`config.mk`:
```
export PLATFORM = sky130hd
export DESIGN_NAME = load_cell_adc_reader_with_tare
export DESIGN_NICKNAME = d
export VERILOG_FILES = /design/src/design/lcr_pkg.sv /design/src/design/lcr_divider.sv /design/src/design/lcr_datapath.sv /design/src/design/lcr_ctrl.sv /design/src/design/load_cell_adc_reader_with_tare.sv
export VERILOG_INCLUDE_DIRS = /design/src /design/src/design
export SDC_FILE = /design/constraint.sdc
export NUM_CORES = 2
export LEC_CHECK = 0
export ABC_AREA = 1
export BUFFER_PORTS_ARGS = -buffer_cell sky130_fd_sc_hd__buf_2
export CAP_MARGIN = 20
export CELL_PAD_IN_SITES_DETAIL_PLACEMENT = 0
export CELL_PAD_IN_SITES_GLOBAL_PLACEMENT = 1
export CORE_MARGIN = 4
export CORE_UTILIZATION = 40
export CTS_CLUSTER_SIZE = 16
export DETAILED_ROUTE_END_ITERATION = 8
export GPL_ROUTABILITY_DRIVEN = 0
export PLACE_DENSITY_LB_ADDON = 0.1
export SLEW_MARGIN = 20
export SYNTH_ARGS = -nofsm -noshare
export SYNTH_HDL_FRONTEND = slang
export SYNTH_SLANG_ARGS = --single-unit
```
`constraint.sdc`:
```
create_clock -name clock -period 15.4 [get_ports clock]
set_clock_uncertainty 0.05 [all_clocks]
set_input_delay 0.77 -clock clock [delete_from_list [all_inputs] [get_ports clock]]
set_output_delay 0.77 -clock clock [all_outputs]
set_load 0.1 [all_outputs]
```
`src/design/load_cell_adc_reader_with_tare_macros.svh`:
```
// Assertion helpers for the top-level file, which carries the concurrent checks.
`ifndef LOAD_CELL_ADC_READER_WITH_TARE_MACROS_SVH
`define LOAD_CELL_ADC_READER_WITH_TARE_MACROS_SVH

// Same-cycle implication, disabled while reset is high.
`define LCR_ASSERT_IMPLIES(label, clk, rst, ante, cons) \
   label: assert property (@(posedge clk) disable iff (rst) (ante) |-> (cons)) \
      else $error("lcr check failed: same-cycle implication");

// Next-cycle implication, disabled while reset is high.
`define LCR_ASSERT_NEXT(label, clk, rst, ante, cons) \
   label: assert property (@(posedge clk) disable iff (rst) (ante) |=> (cons)) \
      else $error("lcr check failed: next-cycle implication");

`endif

```
`src/design/lcr_pkg.sv`:
```
package lcr_pkg;

   // Default values of the top-level parameters.
   localparam int DEF_DATA_BITS       = 24;
   localparam int DEF_MAX_SAMPLES     = 256;
   localparam int DEF_SCALE_FRAC_BITS = 16;

   // Fixed field widths.
   localparam int COUNT_BITS = 9;
   localparam int SCALE_BITS = 32;
   localparam int FORCE_BITS = 32;
   localparam int CSR_DATA_BITS = 32;

   typedef logic [1:0] op_type;
   typedef logic [0:0] csr_index_type;

   // Operation codes carried by each input word.
   localparam op_type OP_TICK    = 2'd0;
   localparam op_type OP_TARE    = 2'd1;
   localparam op_type OP_MEASURE = 2'd2;

   // Register indexes on the configuration port.
   localparam csr_index_type CSR_SAMPLE_COUNT = 1'b0;
   localparam csr_index_type CSR_SCALE_FACTOR = 1'b1;

   // Serial interface phases.
   localparam logic [2:0] PH_IDLE      = 3'd0;
   localparam logic [2:0] PH_WAIT      = 3'd1;
   localparam logic [2:0] PH_HIGH      = 3'd2;
   localparam logic [2:0] PH_LOW       = 3'd3;
   localparam logic [2:0] PH_GAIN_HIGH = 3'd4;
   localparam logic [2:0] PH_GAIN_LOW  = 3'd5;

   // Commands from the controller to the datapath.
   typedef struct packed {
      logic step;       // apply one accepted tick
      logic div_start;  // start averaging divide
      logic avg_load;   // capture signed average
      logic mul_load;   // multiply by scale, store tare
      logic force_load; // shift and saturate product
      logic out_load;   // load output register
   } cmd_type;

   // Status from the datapath to the controller.
   typedef struct packed {
      logic finish;     // last tick ended a run
      logic div_done;   // divider finished
   } status_type;

endpackage

```
`src/design/lcr_divider.sv`:
```
module lcr_divider #(
   parameter int NUM_BITS = 33,
   parameter int DEN_BITS = 9
) (
   input  logic                clock,
   input  logic                reset,
   input  logic                start,
   input  logic [NUM_BITS-1:0] dividend,
   input  logic [DEN_BITS-1:0] divisor,
   output logic [NUM_BITS-1:0] quotient,
   output logic                done
);
   localparam int STEP_BITS = $clog2(NUM_BITS + 1);

   logic [NUM_BITS-1:0]  quo_ff, quo_in;
   logic [DEN_BITS-1:0]  rem_ff, rem_in;
   logic [DEN_BITS-1:0]  den_ff;
   logic [STEP_BITS-1:0] step_ff;
   logic                 busy_ff;
   logic                 done_ff;
   logic [DEN_BITS:0]    rem_shift;
   logic [DEN_BITS:0]    rem_diff;
   logic                 fits;

   // Restoring division, one quotient bit per cycle.
   assign rem_shift = {rem_ff, quo_ff[NUM_BITS-1]};
   assign rem_diff  = rem_shift - {1'b0, den_ff};
   assign fits      = ~rem_diff[DEN_BITS];
   assign rem_in    = fits ? rem_diff[DEN_BITS-1:0] : rem_shift[DEN_BITS-1:0];
   assign quo_in    = {quo_ff[NUM_BITS-2:0], fits};

   always_ff @(posedge clock) begin
      if (reset) begin
         busy_ff <= 1'b0;
         done_ff <= 1'b0;
         step_ff <= '0;
      end else begin
         done_ff <= 1'b0;
         if (start) begin
            busy_ff <= 1'b1;
            step_ff <= '0;
         end else if (busy_ff) begin
            step_ff <= step_ff + 1'b1;
            if (step_ff == STEP_BITS'(NUM_BITS - 1)) begin
               busy_ff <= 1'b0;
               done_ff <= 1'b1;
            end
         end
      end
   end

   always_ff @(posedge clock) begin
      if (start) begin
         quo_ff <= dividend;
         rem_ff <= '0;
         den_ff <= divisor;
      end else if (busy_ff) begin
         quo_ff <= quo_in;
         rem_ff <= rem_in;
      end
   end

   assign quotient = quo_ff;
   assign done     = done_ff;

endmodule

```
`src/design/lcr_datapath.sv`:
```
module lcr_datapath #(
   parameter int DATA_BITS       = lcr_pkg::DEF_DATA_BITS,
   parameter int MAX_SAMPLES     = lcr_pkg::DEF_MAX_SAMPLES,
   parameter int SCALE_FRAC_BITS = lcr_pkg::DEF_SCALE_FRAC_BITS
) (
   input  logic                                   clock,
   input  logic                                   reset,
   input  lcr_pkg::cmd_type                       cmd,
   output lcr_pkg::status_type                    status,
   input  lcr_pkg::op_type                        req_operation,
   input  logic                                   req_data_line,
   input  logic                                   csr_write,
   input  lcr_pkg::csr_index_type                 csr_index,
   input  logic [lcr_pkg::CSR_DATA_BITS-1:0]      csr_wdata,
   output logic                                   rsp_clock_line,
   output logic                                   rsp_busy_res,
   output logic                                   rsp_result_valid,
   output logic                                   rsp_was_tare,
   output logic signed [lcr_pkg::FORCE_BITS-1:0]  rsp_force_value,
   output logic signed [DATA_BITS-1:0]            rsp_offset_value
);
   import lcr_pkg::*;

   localparam int BIT_BITS  = $clog2(DATA_BITS + 1);
   localparam int CNT_BITS  = $clog2(MAX_SAMPLES + 1);
   localparam int SUM_BITS  = DATA_BITS + CNT_BITS;
   localparam int DIFF_BITS = DATA_BITS + 1;
   localparam int PROD_BITS = DIFF_BITS + SCALE_BITS;
   localparam logic [31:0] MAX_WIDE = 32'(MAX_SAMPLES);
   localparam logic signed [PROD_BITS-1:0] ROUND_ADD =
      PROD_BITS'((64'd1 << SCALE_FRAC_BITS) - 64'd1);
   localparam logic signed [FORCE_BITS-1:0] FORCE_MAX = {1'b0, {(FORCE_BITS-1){1'b1}}};
   localparam logic signed [FORCE_BITS-1:0] FORCE_MIN = {1'b1, {(FORCE_BITS-1){1'b0}}};

   // Configuration registers.
   logic [COUNT_BITS-1:0]        sample_count_ff;
   logic signed [SCALE_BITS-1:0] scale_ff;

   // Run state.
   logic [2:0]                   phase_ff, phase_in;
   logic [BIT_BITS-1:0]          bit_ff, bit_in;
   logic [DATA_BITS-1:0]         shift_ff, shift_in;
   logic signed [SUM_BITS-1:0]   sum_ff, sum_in;
   logic [CNT_BITS-1:0]          done_ff, done_in;
   logic                         run_tare_ff, run_tare_in;
   logic signed [DATA_BITS-1:0]  tare_offset_ff;
   logic                         res_clk_ff, res_clk_in;
   logic                         finish_ff, finish_in;

   // End-of-run arithmetic.
   logic [SUM_BITS-1:0]          sum_mag;
   logic [SUM_BITS-1:0]          quotient;
   logic                         div_done;
   logic signed [DATA_BITS-1:0]  avg_ff, avg_in;
   logic signed [DIFF_BITS-1:0]  diff;
   logic signed [PROD_BITS-1:0]  prod_ff, prod_in;
   logic signed [PROD_BITS-1:0]  prod_adj;
   logic signed [PROD_BITS-1:0]  prod_shift;
   logic signed [FORCE_BITS-1:0] force_ff, force_in;

   logic [31:0]                  count_wide;
   logic [31:0]                  eff_wide;
   logic [CNT_BITS-1:0]          eff_count;

   // Zero counts as one conversion, large counts clip at the maximum.
   always_comb begin
      count_wide = 32'(sample_count_ff);
      if (count_wide == 32'd0) begin
         eff_wide = 32'd1;
      end else if (count_wide > MAX_WIDE) begin
         eff_wide = MAX_WIDE;
      end else begin
         eff_wide = count_wide;
      end
   end
   assign eff_count = eff_wide[CNT_BITS-1:0];

   always_ff @(posedge clock) begin
      if (reset) begin
         sample_count_ff <= COUNT_BITS'(1);
         scale_ff        <= SCALE_BITS'(65536);
      end else if (csr_write) begin
         case (csr_index)
            CSR_SAMPLE_COUNT: sample_count_ff <= csr_wdata[COUNT_BITS-1:0];
            CSR_SCALE_FACTOR: scale_ff        <= csr_wdata[SCALE_BITS-1:0];
            default: ;
         endcase
      end
   end

   // One half-bit tick of the serial interface.
   always_comb begin
      phase_in    = phase_ff;
      bit_in      = bit_ff;
      shift_in    = shift_ff;
      sum_in      = sum_ff;
      done_in     = done_ff;
      run_tare_in = run_tare_ff;
      res_clk_in  = 1'b0;
      finish_in   = 1'b0;
      case (phase_ff)
         PH_IDLE: begin
            if (req_operation == OP_TARE || req_operation == OP_MEASURE) begin
               run_tare_in = (req_operation == OP_TARE);
               sum_in      = '0;
               done_in     = '0;
               bit_in      = '0;
               shift_in    = '0;
               phase_in    = PH_WAIT;
            end
         end
         PH_WAIT: begin
            if (!req_data_line) begin
               bit_in     = '0;
               shift_in   = '0;
               res_clk_in = 1'b1;
               phase_in   = PH_HIGH;
            end
         end
         PH_HIGH: begin
            shift_in = {shift_ff[DATA_BITS-2:0], req_data_line};
            bit_in   = bit_ff + 1'b1;
            phase_in = PH_LOW;
         end
         PH_LOW: begin
            res_clk_in = 1'b1;
            phase_in   = (bit_ff < BIT_BITS'(DATA_BITS)) ? PH_HIGH : PH_GAIN_HIGH;
         end
         PH_GAIN_HIGH: begin
            phase_in = PH_GAIN_LOW;
         end
         default: begin
            // Gain pulse done: accumulate the sign-extended conversion.
            sum_in  = sum_ff + {{(SUM_BITS-DATA_BITS){shift_ff[DATA_BITS-1]}}, shift_ff};
            done_in = done_ff + 1'b1;
            if (done_in >= eff_count) begin
               finish_in = 1'b1;
               phase_in  = PH_IDLE;
            end else begin
               phase_in  = PH_WAIT;
            end
         end
      endcase
   end

   always_ff @(posedge clock) begin
      if (reset) begin
         phase_ff    <= PH_IDLE;
         bit_ff      <= '0;
         shift_ff    <= '0;
         sum_ff      <= '0;
         done_ff     <= '0;
         run_tare_ff <= 1'b0;
         finish_ff   <= 1'b0;
      end else if (cmd.step) begin
         phase_ff    <= phase_in;
         bit_ff      <= bit_in;
         shift_ff    <= shift_in;
         sum_ff      <= sum_in;
         done_ff     <= done_in;
         run_tare_ff <= run_tare_in;
         finish_ff   <= finish_in;
      end
   end

   always_ff @(posedge clock) begin
      if (cmd.step) begin
         res_clk_ff <= res_clk_in;
      end
   end

   // Average: divide the magnitude, then restore the sign.
   assign sum_mag = sum_ff[SUM_BITS-1] ? SUM_BITS'(-sum_ff) : SUM_BITS'(sum_ff);

   lcr_divider #(
      .NUM_BITS(SUM_BITS),
      .DEN_BITS(CNT_BITS)
   ) u_divider (
      .clock   (clock),
      .reset   (reset),
      .start   (cmd.div_start),
      .dividend(sum_mag),
      .divisor (done_ff),
      .quotient(quotient),
      .done    (div_done)
   );

   assign avg_in = sum_ff[SUM_BITS-1] ? -quotient[DATA_BITS-1:0] : quotient[DATA_BITS-1:0];

   assign diff    = {avg_ff[DATA_BITS-1], avg_ff} -
                    {tare_offset_ff[DATA_BITS-1], tare_offset_ff};
   assign prod_in = diff * scale_ff;

   // Shift right with truncation toward zero, then clip to 32 bits.
   assign prod_adj   = prod_ff[PROD_BITS-1] ? prod_ff + ROUND_ADD : prod_ff;
   assign prod_shift = prod_adj >>> SCALE_FRAC_BITS;

   always_comb begin
      if (prod_shift[PROD_BITS-1:FORCE_BITS-1] == '0 ||
          prod_shift[PROD_BITS-1:FORCE_BITS-1] == '1) begin
         force_in = prod_shift[FORCE_BITS-1:0];
      end else if (prod_shift[PROD_BITS-1]) begin
         force_in = FORCE_MIN;
      end else begin
         force_in = FORCE_MAX;
      end
   end

   always_ff @(posedge clock) begin
      if (cmd.avg_load) begin
         avg_ff <= avg_in;
      end
      if (cmd.mul_load) begin
         prod_ff <= prod_in;
      end
      if (cmd.force_load) begin
         force_ff <= force_in;
      end
   end

   always_ff @(posedge clock) begin
      if (reset) begin
         tare_offset_ff <= '0;
      end else if (cmd.mul_load && run_tare_ff) begin
         tare_offset_ff <= avg_ff;
      end
   end

   // Output register.
   always_ff @(posedge clock) begin
      if (cmd.out_load) begin
         rsp_clock_line   <= res_clk_ff;
         rsp_busy_res     <= (phase_ff != PH_IDLE);
         rsp_result_valid <= finish_ff;
         rsp_was_tare     <= finish_ff & run_tare_ff;
         rsp_force_value  <= (finish_ff && !run_tare_ff) ? force_ff : '0;
         rsp_offset_value <= tare_offset_ff;
      end
   end

   assign status.finish   = finish_ff;
   assign status.div_done = div_done;

endmodule

```
`src/design/lcr_ctrl.sv`:
```
module lcr_ctrl (
   input  logic                clock,
   input  logic                reset,
   input  logic                req_valid,
   output logic                req_ready,
   output logic                rsp_valid,
   input  logic                rsp_ready,
   input  lcr_pkg::status_type status,
   output lcr_pkg::cmd_type    cmd
);
   import lcr_pkg::*;

   localparam logic [2:0] S_IDLE   = 3'd0;
   localparam logic [2:0] S_DECIDE = 3'd1;
   localparam logic [2:0] S_DIV    = 3'd2;
   localparam logic [2:0] S_MUL    = 3'd3;
   localparam logic [2:0] S_SCALE  = 3'd4;
   localparam logic [2:0] S_OUT    = 3'd5;

   logic [2:0] state_ff, state_in;
   logic       rsp_valid_ff, rsp_valid_in;
   logic       slot_free;

   assign slot_free = !rsp_valid_ff || rsp_ready;

   always_comb begin
      state_in = state_ff;
      cmd      = '0;
      case (state_ff)
         S_IDLE: begin
            if (req_valid) begin
               cmd.step = 1'b1;
               state_in = S_DECIDE;
            end
         end
         S_DECIDE: begin
            if (status.finish) begin
               cmd.div_start = 1'b1;
               state_in      = S_DIV;
            end else begin
               state_in = S_OUT;
            end
         end
         S_DIV: begin
            if (status.div_done) begin
               cmd.avg_load = 1'b1;
               state_in     = S_MUL;
            end
         end
         S_MUL: begin
            cmd.mul_load = 1'b1;
            state_in     = S_SCALE;
         end
         S_SCALE: begin
            cmd.force_load = 1'b1;
            state_in       = S_OUT;
         end
         S_OUT: begin
            if (slot_free) begin
               cmd.out_load = 1'b1;
               state_in     = S_IDLE;
            end
         end
         default: begin
            state_in = S_IDLE;
         end
      endcase
   end

   assign rsp_valid_in = cmd.out_load ? 1'b1 : (rsp_ready ? 1'b0 : rsp_valid_ff);

   always_ff @(posedge clock) begin
      if (reset) begin
         state_ff     <= S_IDLE;
         rsp_valid_ff <= 1'b0;
      end else begin
         state_ff     <= state_in;
         rsp_valid_ff <= rsp_valid_in;
      end
   end

   assign req_ready = (state_ff == S_IDLE);
   assign rsp_valid = rsp_valid_ff;

endmodule

```
`src/design/load_cell_adc_reader_with_tare.sv`:
```
// Reader for a two-wire load-cell converter with tare. Every input word is one half-bit
// tick: it carries the level of the converter's data line and an operation (tick only,
// start tare, start measure; starts are ignored while a run is in progress), and it
// returns exactly one result word with the serial clock level to drive for the next
// half-bit, the busy flag, and, on the tick that ends a run, the averaged reading. A run
// takes sample_count conversions of DATA_BITS bits, each followed by one gain pulse; a
// tare stores the average as the offset, a measure returns (average - offset) times the
// signed Q16.16 scale, truncated toward zero and saturated to 32 bits. An ordinary tick
// passes through the decide and output states before the next word can be accepted, and
// waits in the output state while an earlier result is still held. The tick that ends a
// run also goes through the bit-serial divider, which forms the average one quotient
// bit per cycle, and the scale multiply. The next input word is accepted while a result
// still waits in the output register. Configuration writes are always accepted and must
// be made only while the block is idle.
`include "load_cell_adc_reader_with_tare_macros.svh"

module load_cell_adc_reader_with_tare #(
   parameter int DATA_BITS       = lcr_pkg::DEF_DATA_BITS,
   parameter int MAX_SAMPLES     = lcr_pkg::DEF_MAX_SAMPLES,
   parameter int SCALE_FRAC_BITS = lcr_pkg::DEF_SCALE_FRAC_BITS
) (
   input  logic                                   clock,
   input  logic                                   reset,
   // Tick input channel.
   input  logic                                   req_valid,
   output logic                                   req_ready,
   input  lcr_pkg::op_type                        req_operation,
   input  logic                                   req_data_line,
   // Result channel.
   output logic                                   rsp_valid,
   input  logic                                   rsp_ready,
   output logic                                   rsp_clock_line,
   output logic                                   rsp_busy_res,
   output logic                                   rsp_result_valid,
   output logic                                   rsp_was_tare,
   output logic signed [lcr_pkg::FORCE_BITS-1:0]  rsp_force_value,
   output logic signed [DATA_BITS-1:0]            rsp_offset_value,
   // Configuration write channel.
   input  logic                                   csr_valid,
   output logic                                   csr_ready,
   input  lcr_pkg::csr_index_type                 csr_index,
   input  logic [lcr_pkg::CSR_DATA_BITS-1:0]      csr_wdata
);
   import lcr_pkg::*;

   cmd_type    cmd;
   status_type status;

   // Register writes go straight into the configuration registers, so the port is always ready.
   assign csr_ready = 1'b1;

   // The controller sequences each tick and the end-of-run arithmetic.
   lcr_ctrl u_ctrl (
      .clock    (clock),
      .reset    (reset),
      .req_valid(req_valid),
      .req_ready(req_ready),
      .rsp_valid(rsp_valid),
      .rsp_ready(rsp_ready),
      .status   (status),
      .cmd      (cmd)
   );

   // The datapath holds the serial interface state, the accumulator, the divider,
   // the scale multiplier and the output register.
   lcr_datapath #(
      .DATA_BITS      (DATA_BITS),
      .MAX_SAMPLES    (MAX_SAMPLES),
      .SCALE_FRAC_BITS(SCALE_FRAC_BITS)
   ) u_datapath (
      .clock           (clock),
      .reset           (reset),
      .cmd             (cmd),
      .status          (status),
      .req_operation   (req_operation),
      .req_data_line   (req_data_line),
      .csr_write       (csr_valid),
      .csr_index       (csr_index),
      .csr_wdata       (csr_wdata),
      .rsp_clock_line  (rsp_clock_line),
      .rsp_busy_res    (rsp_busy_res),
      .rsp_result_valid(rsp_result_valid),
      .rsp_was_tare    (rsp_was_tare),
      .rsp_force_value (rsp_force_value),
      .rsp_offset_value(rsp_offset_value)
   );

   // A finished run leaves the block idle.
   `LCR_ASSERT_IMPLIES(a_done_not_busy, clock, reset, rsp_valid && rsp_result_valid, !rsp_busy_res)
   // A tare result never carries a force value.
   `LCR_ASSERT_IMPLIES(a_tare_zero_force, clock, reset, rsp_valid && rsp_was_tare, rsp_force_value == '0)
   // Loading the output register always presents a word on the next cycle.
   `LCR_ASSERT_NEXT(a_out_load_valid, clock, reset, cmd.out_load, rsp_valid)
   // Each accepted tick keeps the input closed while it is worked on.
   `LCR_ASSERT_NEXT(a_accept_closes, clock, reset, req_valid && req_ready, !req_ready)

endmodule
```
Word level (Yosys, flattened, before mapping)
Index checks and enable logic that the tools add are counted.
{"block": "classes", "bitwise": 5, "n_mux": 50, "magnitude_cmp": 3, "n_reduce_logical": 26, "eq_ne": 18, "n_mul": 1, "addsub": 9}
{"operator": "$mux 33", "count": 4}
{"operator": "$mux 24", "count": 3}
{"operator": "$pmux 24 s3", "count": 1}
{"operator": "$pmux 33 s2", "count": 1}
{"operator": "$mux 32", "count": 2}
{"operator": "$add 57x17->57 const B", "count": 1}
{"operator": "$mul 25x32->57", "count": 1}
{"operator": "$mux 57", "count": 1}
{"operator": "$mux 9", "count": 4}
{"operator": "$add 33x33->33", "count": 1}
{"operator": "$neg 33->33", "count": 1}
{"operator": "$eq 26x26->1 const B", "count": 1}
{"operator": "$logic_not 26->1", "count": 1}
{"operator": "$sub 24x24->25", "count": 1}
{"operator": "$neg 24->24", "count": 1}
{"operator": "$mux 3", "count": 7}
{"operator": "$mux 1", "count": 20}
{"operator": "$pmux 3 s6", "count": 1}
{"operator": "$pmux 9 s2", "count": 1}
{"operator": "$pmux 3 s5", "count": 1}
{"operator": "$pmux 5 s3", "count": 1}
{"operator": "$eq 3x2->1 const B", "count": 4}
{"operator": "$reduce_and 3->1", "count": 4}
{"operator": "$mux 5", "count": 2}
{"operator": "30 further kinds", "count": 47}
{"block": "word_totals", "register_bits": 378, "out_inout_bits": 63, "word_cells": 140}

Depth between registers and ports, before layout
{"block": "logic_depth", "word_depth": 6, "depth_mapped": 40}

Cells and area by module
Synthesis repeated with hierarchy kept, for this count alone.
{"block": "unflattened", "cells_unflattened": 5812, "area_unflattened_um2": 48258.8}
{"module": "lcr_datapath", "n_inst": 1, "cells_per_inst": 5407, "seq_area_each_um2": 8047.7, "area_each_um2": 44990.6}
{"module": "lcr_divider", "n_inst": 1, "cells_per_inst": 356, "seq_area_each_um2": 1601.5, "area_each_um2": 2962.8}
{"module": "lcr_ctrl", "n_inst": 1, "cells_per_inst": 47, "seq_area_each_um2": 80.1, "area_each_um2": 294.0}
{"module": "load_cell_adc_reader_with_tare", "n_inst": 1, "cells_per_inst": 2, "seq_area_each_um2": 0.0, "area_each_um2": 11.3}

Worst setup path before layout
Ideal clock, no wire load.
{"block": "synth_path", "path_type": "register to register", "from": "reg u_datapath.avg_ff[0]", "to": "reg u_datapath.prod_ff[55] (data pin)", "path_stages_with_launch": 30, "t_required_ns": 15.085, "t_arrival_ns": 7.182, "synth_period_minus_slack_ns": 7.496, "slack_ns": 7.904, "setup_time_ns": 0.265, "path_cell_list": "edfxtp_1 -> inv_1 -> ha_1 -> inv_1 -> fa_1 -> xor2_1 -> inv_2 -> buf_1 -> nor2_1 -> fa_1 -> fa_1 -> fa_1 -> inv_1 -> fa_1 -> inv_1 -> fa_1 -> inv_1 -> fa_1 -> inv_1 -> fa_1 -> ha_1 -> inv_1 -> nor3_1 -> nand2_1 -> nor2_1 -> inv_1 -> nor3_1 -> nand2_1 -> o211ai_1 -> xor2_1"}
{"block": "synth_between", "elab_chain_cells": 2}
{"element": "start, declared", "line": "lcr_datapath.sv:54", "text": "logic signed [DATA_BITS-1:0] avg_ff, avg_in;"}
{"element": "start signal, assigned", "line": "lcr_datapath.sv:211", "text": "avg_ff <= avg_in;"}
{"element": "$sub 24x24->25", "line": "lcr_datapath.sv:190", "text": "assign diff = {avg_ff[DATA_BITS-1], avg_ff} -"}
{"element": "$mul 25x32->57", "line": "lcr_datapath.sv:192", "text": "assign prod_in = diff * scale_ff;"}
{"element": "via u_datapath.prod_in[55]", "line": "lcr_datapath.sv:56", "text": "logic signed [PROD_BITS-1:0] prod_ff, prod_in;"}
{"element": "end signal, assigned", "line": "lcr_datapath.sv:214", "text": "prod_ff <= prod_in;"}
{"element": "end, declared", "line": "lcr_datapath.sv:56"}
The timed path passes the listed nets, and every way through them passes these cells.
A chain may end at the register's enable or synchronous reset.

Worst setup path in the final report
{"block": "layout_path", "from": "reg u_datapath.avg_ff[0]", "to": "reg u_datapath.prod_ff[41] (data pin)"}
Same word-level chain as after synthesis.

==> metrics.txt <==
status finished, final reports clean; Pleak 0.0250 uW; Post-CTS Hold Fix Bufs 0; Clock Latency Late Sink 0.63 ns; clock tree buffer depth 3; Layout area overhead 7.71%; first-pass GRT wire length 256,000 um; vias per cell 5.21; commonest non-fill, non-tap cell in the layout inv_1; Fillers 12,454; fin crit share 66.0%; CP Launch Type flip-flop; Async SR Flop Fraction 0%; Mapped Area 0.0487 mm2; Max H-tree Level 2; gr usage total 26.6%; DRT antenna net count 0; Yosys Warn Count 0; 1st-iter DRT viols 2,768; grt total ovfl 0; actual slew at the worst max-slew pin 1.30 ns; die span in x 357 um; peak supply drop 0.291 mV; min Tclk post-route 10.17 ns; post-CTS sizing 0; Layout Utilization 43.6%; Setup Total Neg Slack 0 ns; Post-synth EDFFs 216; Initial Util 40.5%; CP most frequent cell fa_1; sequential-to-total area share from yosys stat 20.0%; Mapped Nets 6,920; RSZ-0062 raised after global routing no; Slowest cell on crit path inv_1; CP delay by family, top adder cells; largest net degree at the start of global routing 65; Final HPWL DP 133,000 um; CTS tree done; vias in the first global route 40,774; Post-Syn Instances 5,821; CTS buffer count 49; Final Max Tran Viols 0; Worst Path Buf+Inv 7; Post-Route WL 168,000 um; antenna violations before repair 4; Buffers on Ports 102; clock transition at the registers of the reported paths 0.06 ns; final net count 6,932; die span in y 357 um; Hold Path Class in2reg; normalized max-slew margin 13.4%; Die Area 0.128 mm2; # DRC 0; share of cells above drive strength 1 6.22%; Root Driver clkbuf_16; routed via count 38,994; final setup fails 0; crit-path max FO 21; Post-CTS Setup Bufs 0; Setup CP Type reg2reg; Crit path required time 15.75 ns; io pins 104; max-cap violation count 0; Fin. Hold Viols 0; num rows 127; dpl ws 5.25 ns; flip-flop and latch count after synthesis 378; Pwr Total 12,000 uW; dominant synthesized flop cell edfxtp_1; drt pass-1 iters 6; drt wl/cell 22.5 um; most frequent cells in the layout 1,174 x inv_1, 998 x nand2_1, 822 x fa_1; pwr dens 228 mW/mm2; Clock Sinks 378; syn_area_per_cell 8.37 um2; CP endpoint kind flip-flop; crit path setup slack, layout 5.23 ns; core footprint 0.120 mm2; CP max stage delay 1.00 ns; Max Fclk 0.0983 GHz; Worst EP arrival 10.52 ns; Synth cell types 62
[Yosys cell counts, types with 12 or more instances]
master / n / area, um2
xor2_1: 104 / 911
a21oi_1: 259 / 1300
o21bai_1: 18 / 135
a31oi_1: 23 / 144
or2_2: 25 / 156
a21o_1: 15 / 113
a211oi_1: 12 / 90.1
nand4_1: 26 / 163
fa_1: 822 / 16500
nand3b_1: 14 / 105
nor3_1: 44 / 220
a21boi_0: 26 / 195
edfxtp_1: 216 / 6490
clkbuf_1: 141 / 529
nand2_1: 1000 / 3750
o211ai_1: 20 / 150
nor2_1: 636 / 2390
nor4_1: 17 / 106
nor3_2: 20 / 200
nand3_1: 361 / 1810
buf_2: 52 / 260
nor2_2: 19 / 119
inv_1: 1176 / 4410
o21ai_0: 208 / 1040
dfxtp_1: 162 / 3240
xnor2_1: 52 / 455
ha_1: 236 / 2950
[power breakdown]
group | total, uW | switching (uW) | internal (uW)
clock | 1130 | 483 | 648
sequential | 1470 | 20.7 | 1450
combinational | 9380 | 6240 | 3140
total | 12000 | 6750 | 5240
[final cells by class]
class	count	area, um2	share of cell area, %
multi-input combinational	4031	33600	64.0
sequential	378	9730	18.5
inverter	1193	4480	8.53
tap	1612	2020	3.84
clock buffer	68	1350	2.57
timing repair buffer	180	1120	2.14
clock inverter	22	218	0.415
antenna	2	5.00	0.00953
[routing by layer]
layer	track usage (%)	routed length, um
met5	0	0
met2	44.6	79700
met1	35.2	70900
met4	8.44	5960
met3	4.77	11600
[tightest hold or removal path, cell delays in order]
cell,delay (ns)
buf_2,0.07
o21ai_0,0.07
a21oi_1,0.10
[logic make-up (layout without fill, tap and decap cells)]
kind of cell / count (synthesis) / after routing / share of synthesized area (%)
other cells: 1 / 3 / 0.00769
xor+xnor: 157 / 157 / 2.84
fa+ha+maj: 1058 / 1058 / 39.8
compound gates: 621 / 621 / 7.18
flops: 378 / 378 / 20.0
simple gates: 2194 / 2194 / 19.0
buf+inv: 1412 / 1463 / 11.2
[sequential cells by signal, summed over array words and instances (netlist names), 24 cells and up]
name	count
u_datapath.prod_ff	57
u_datapath.sum_ff	33
u_datapath.u_divider.quotient	33
u_datapath.force_ff	32
u_datapath.rsp_force_value	32
u_datapath.scale_ff	32
u_datapath.avg_ff	24
u_datapath.rsp_offset_value	24
u_datapath.shift_ff	24
u_datapath.tare_offset_ff	24
[per-stage QoR]
step                      hold WS [ns]  std cells  instance area (um2)
after floorplan                  0.350       5821                48700
after global placement           0.363       7392                50900
after detailed placement         0.364       7392                50900
after CTS                        0.331       7482                52500
after global routing             0.370       7484                52500
final                            0.371       7486                52500
[worst paths after layout]
check	start	to	slack (ns)	depth (start not counted)
max	u_datapath.avg_ff[0]	u_datapath.prod_ff[41]	5.23	31
min	csr_wdata[13]	u_datapath.scale_ff[13]	0.37	3
max reg2reg	u_datapath.avg_ff[0]	u_datapath.prod_ff[41]	5.23	31
min reg2reg	u_datapath.tare_offset_ff[15]	u_datapath.rsp_offset_value[15]	0.38	0
Power figures use the tool's default switching activity.
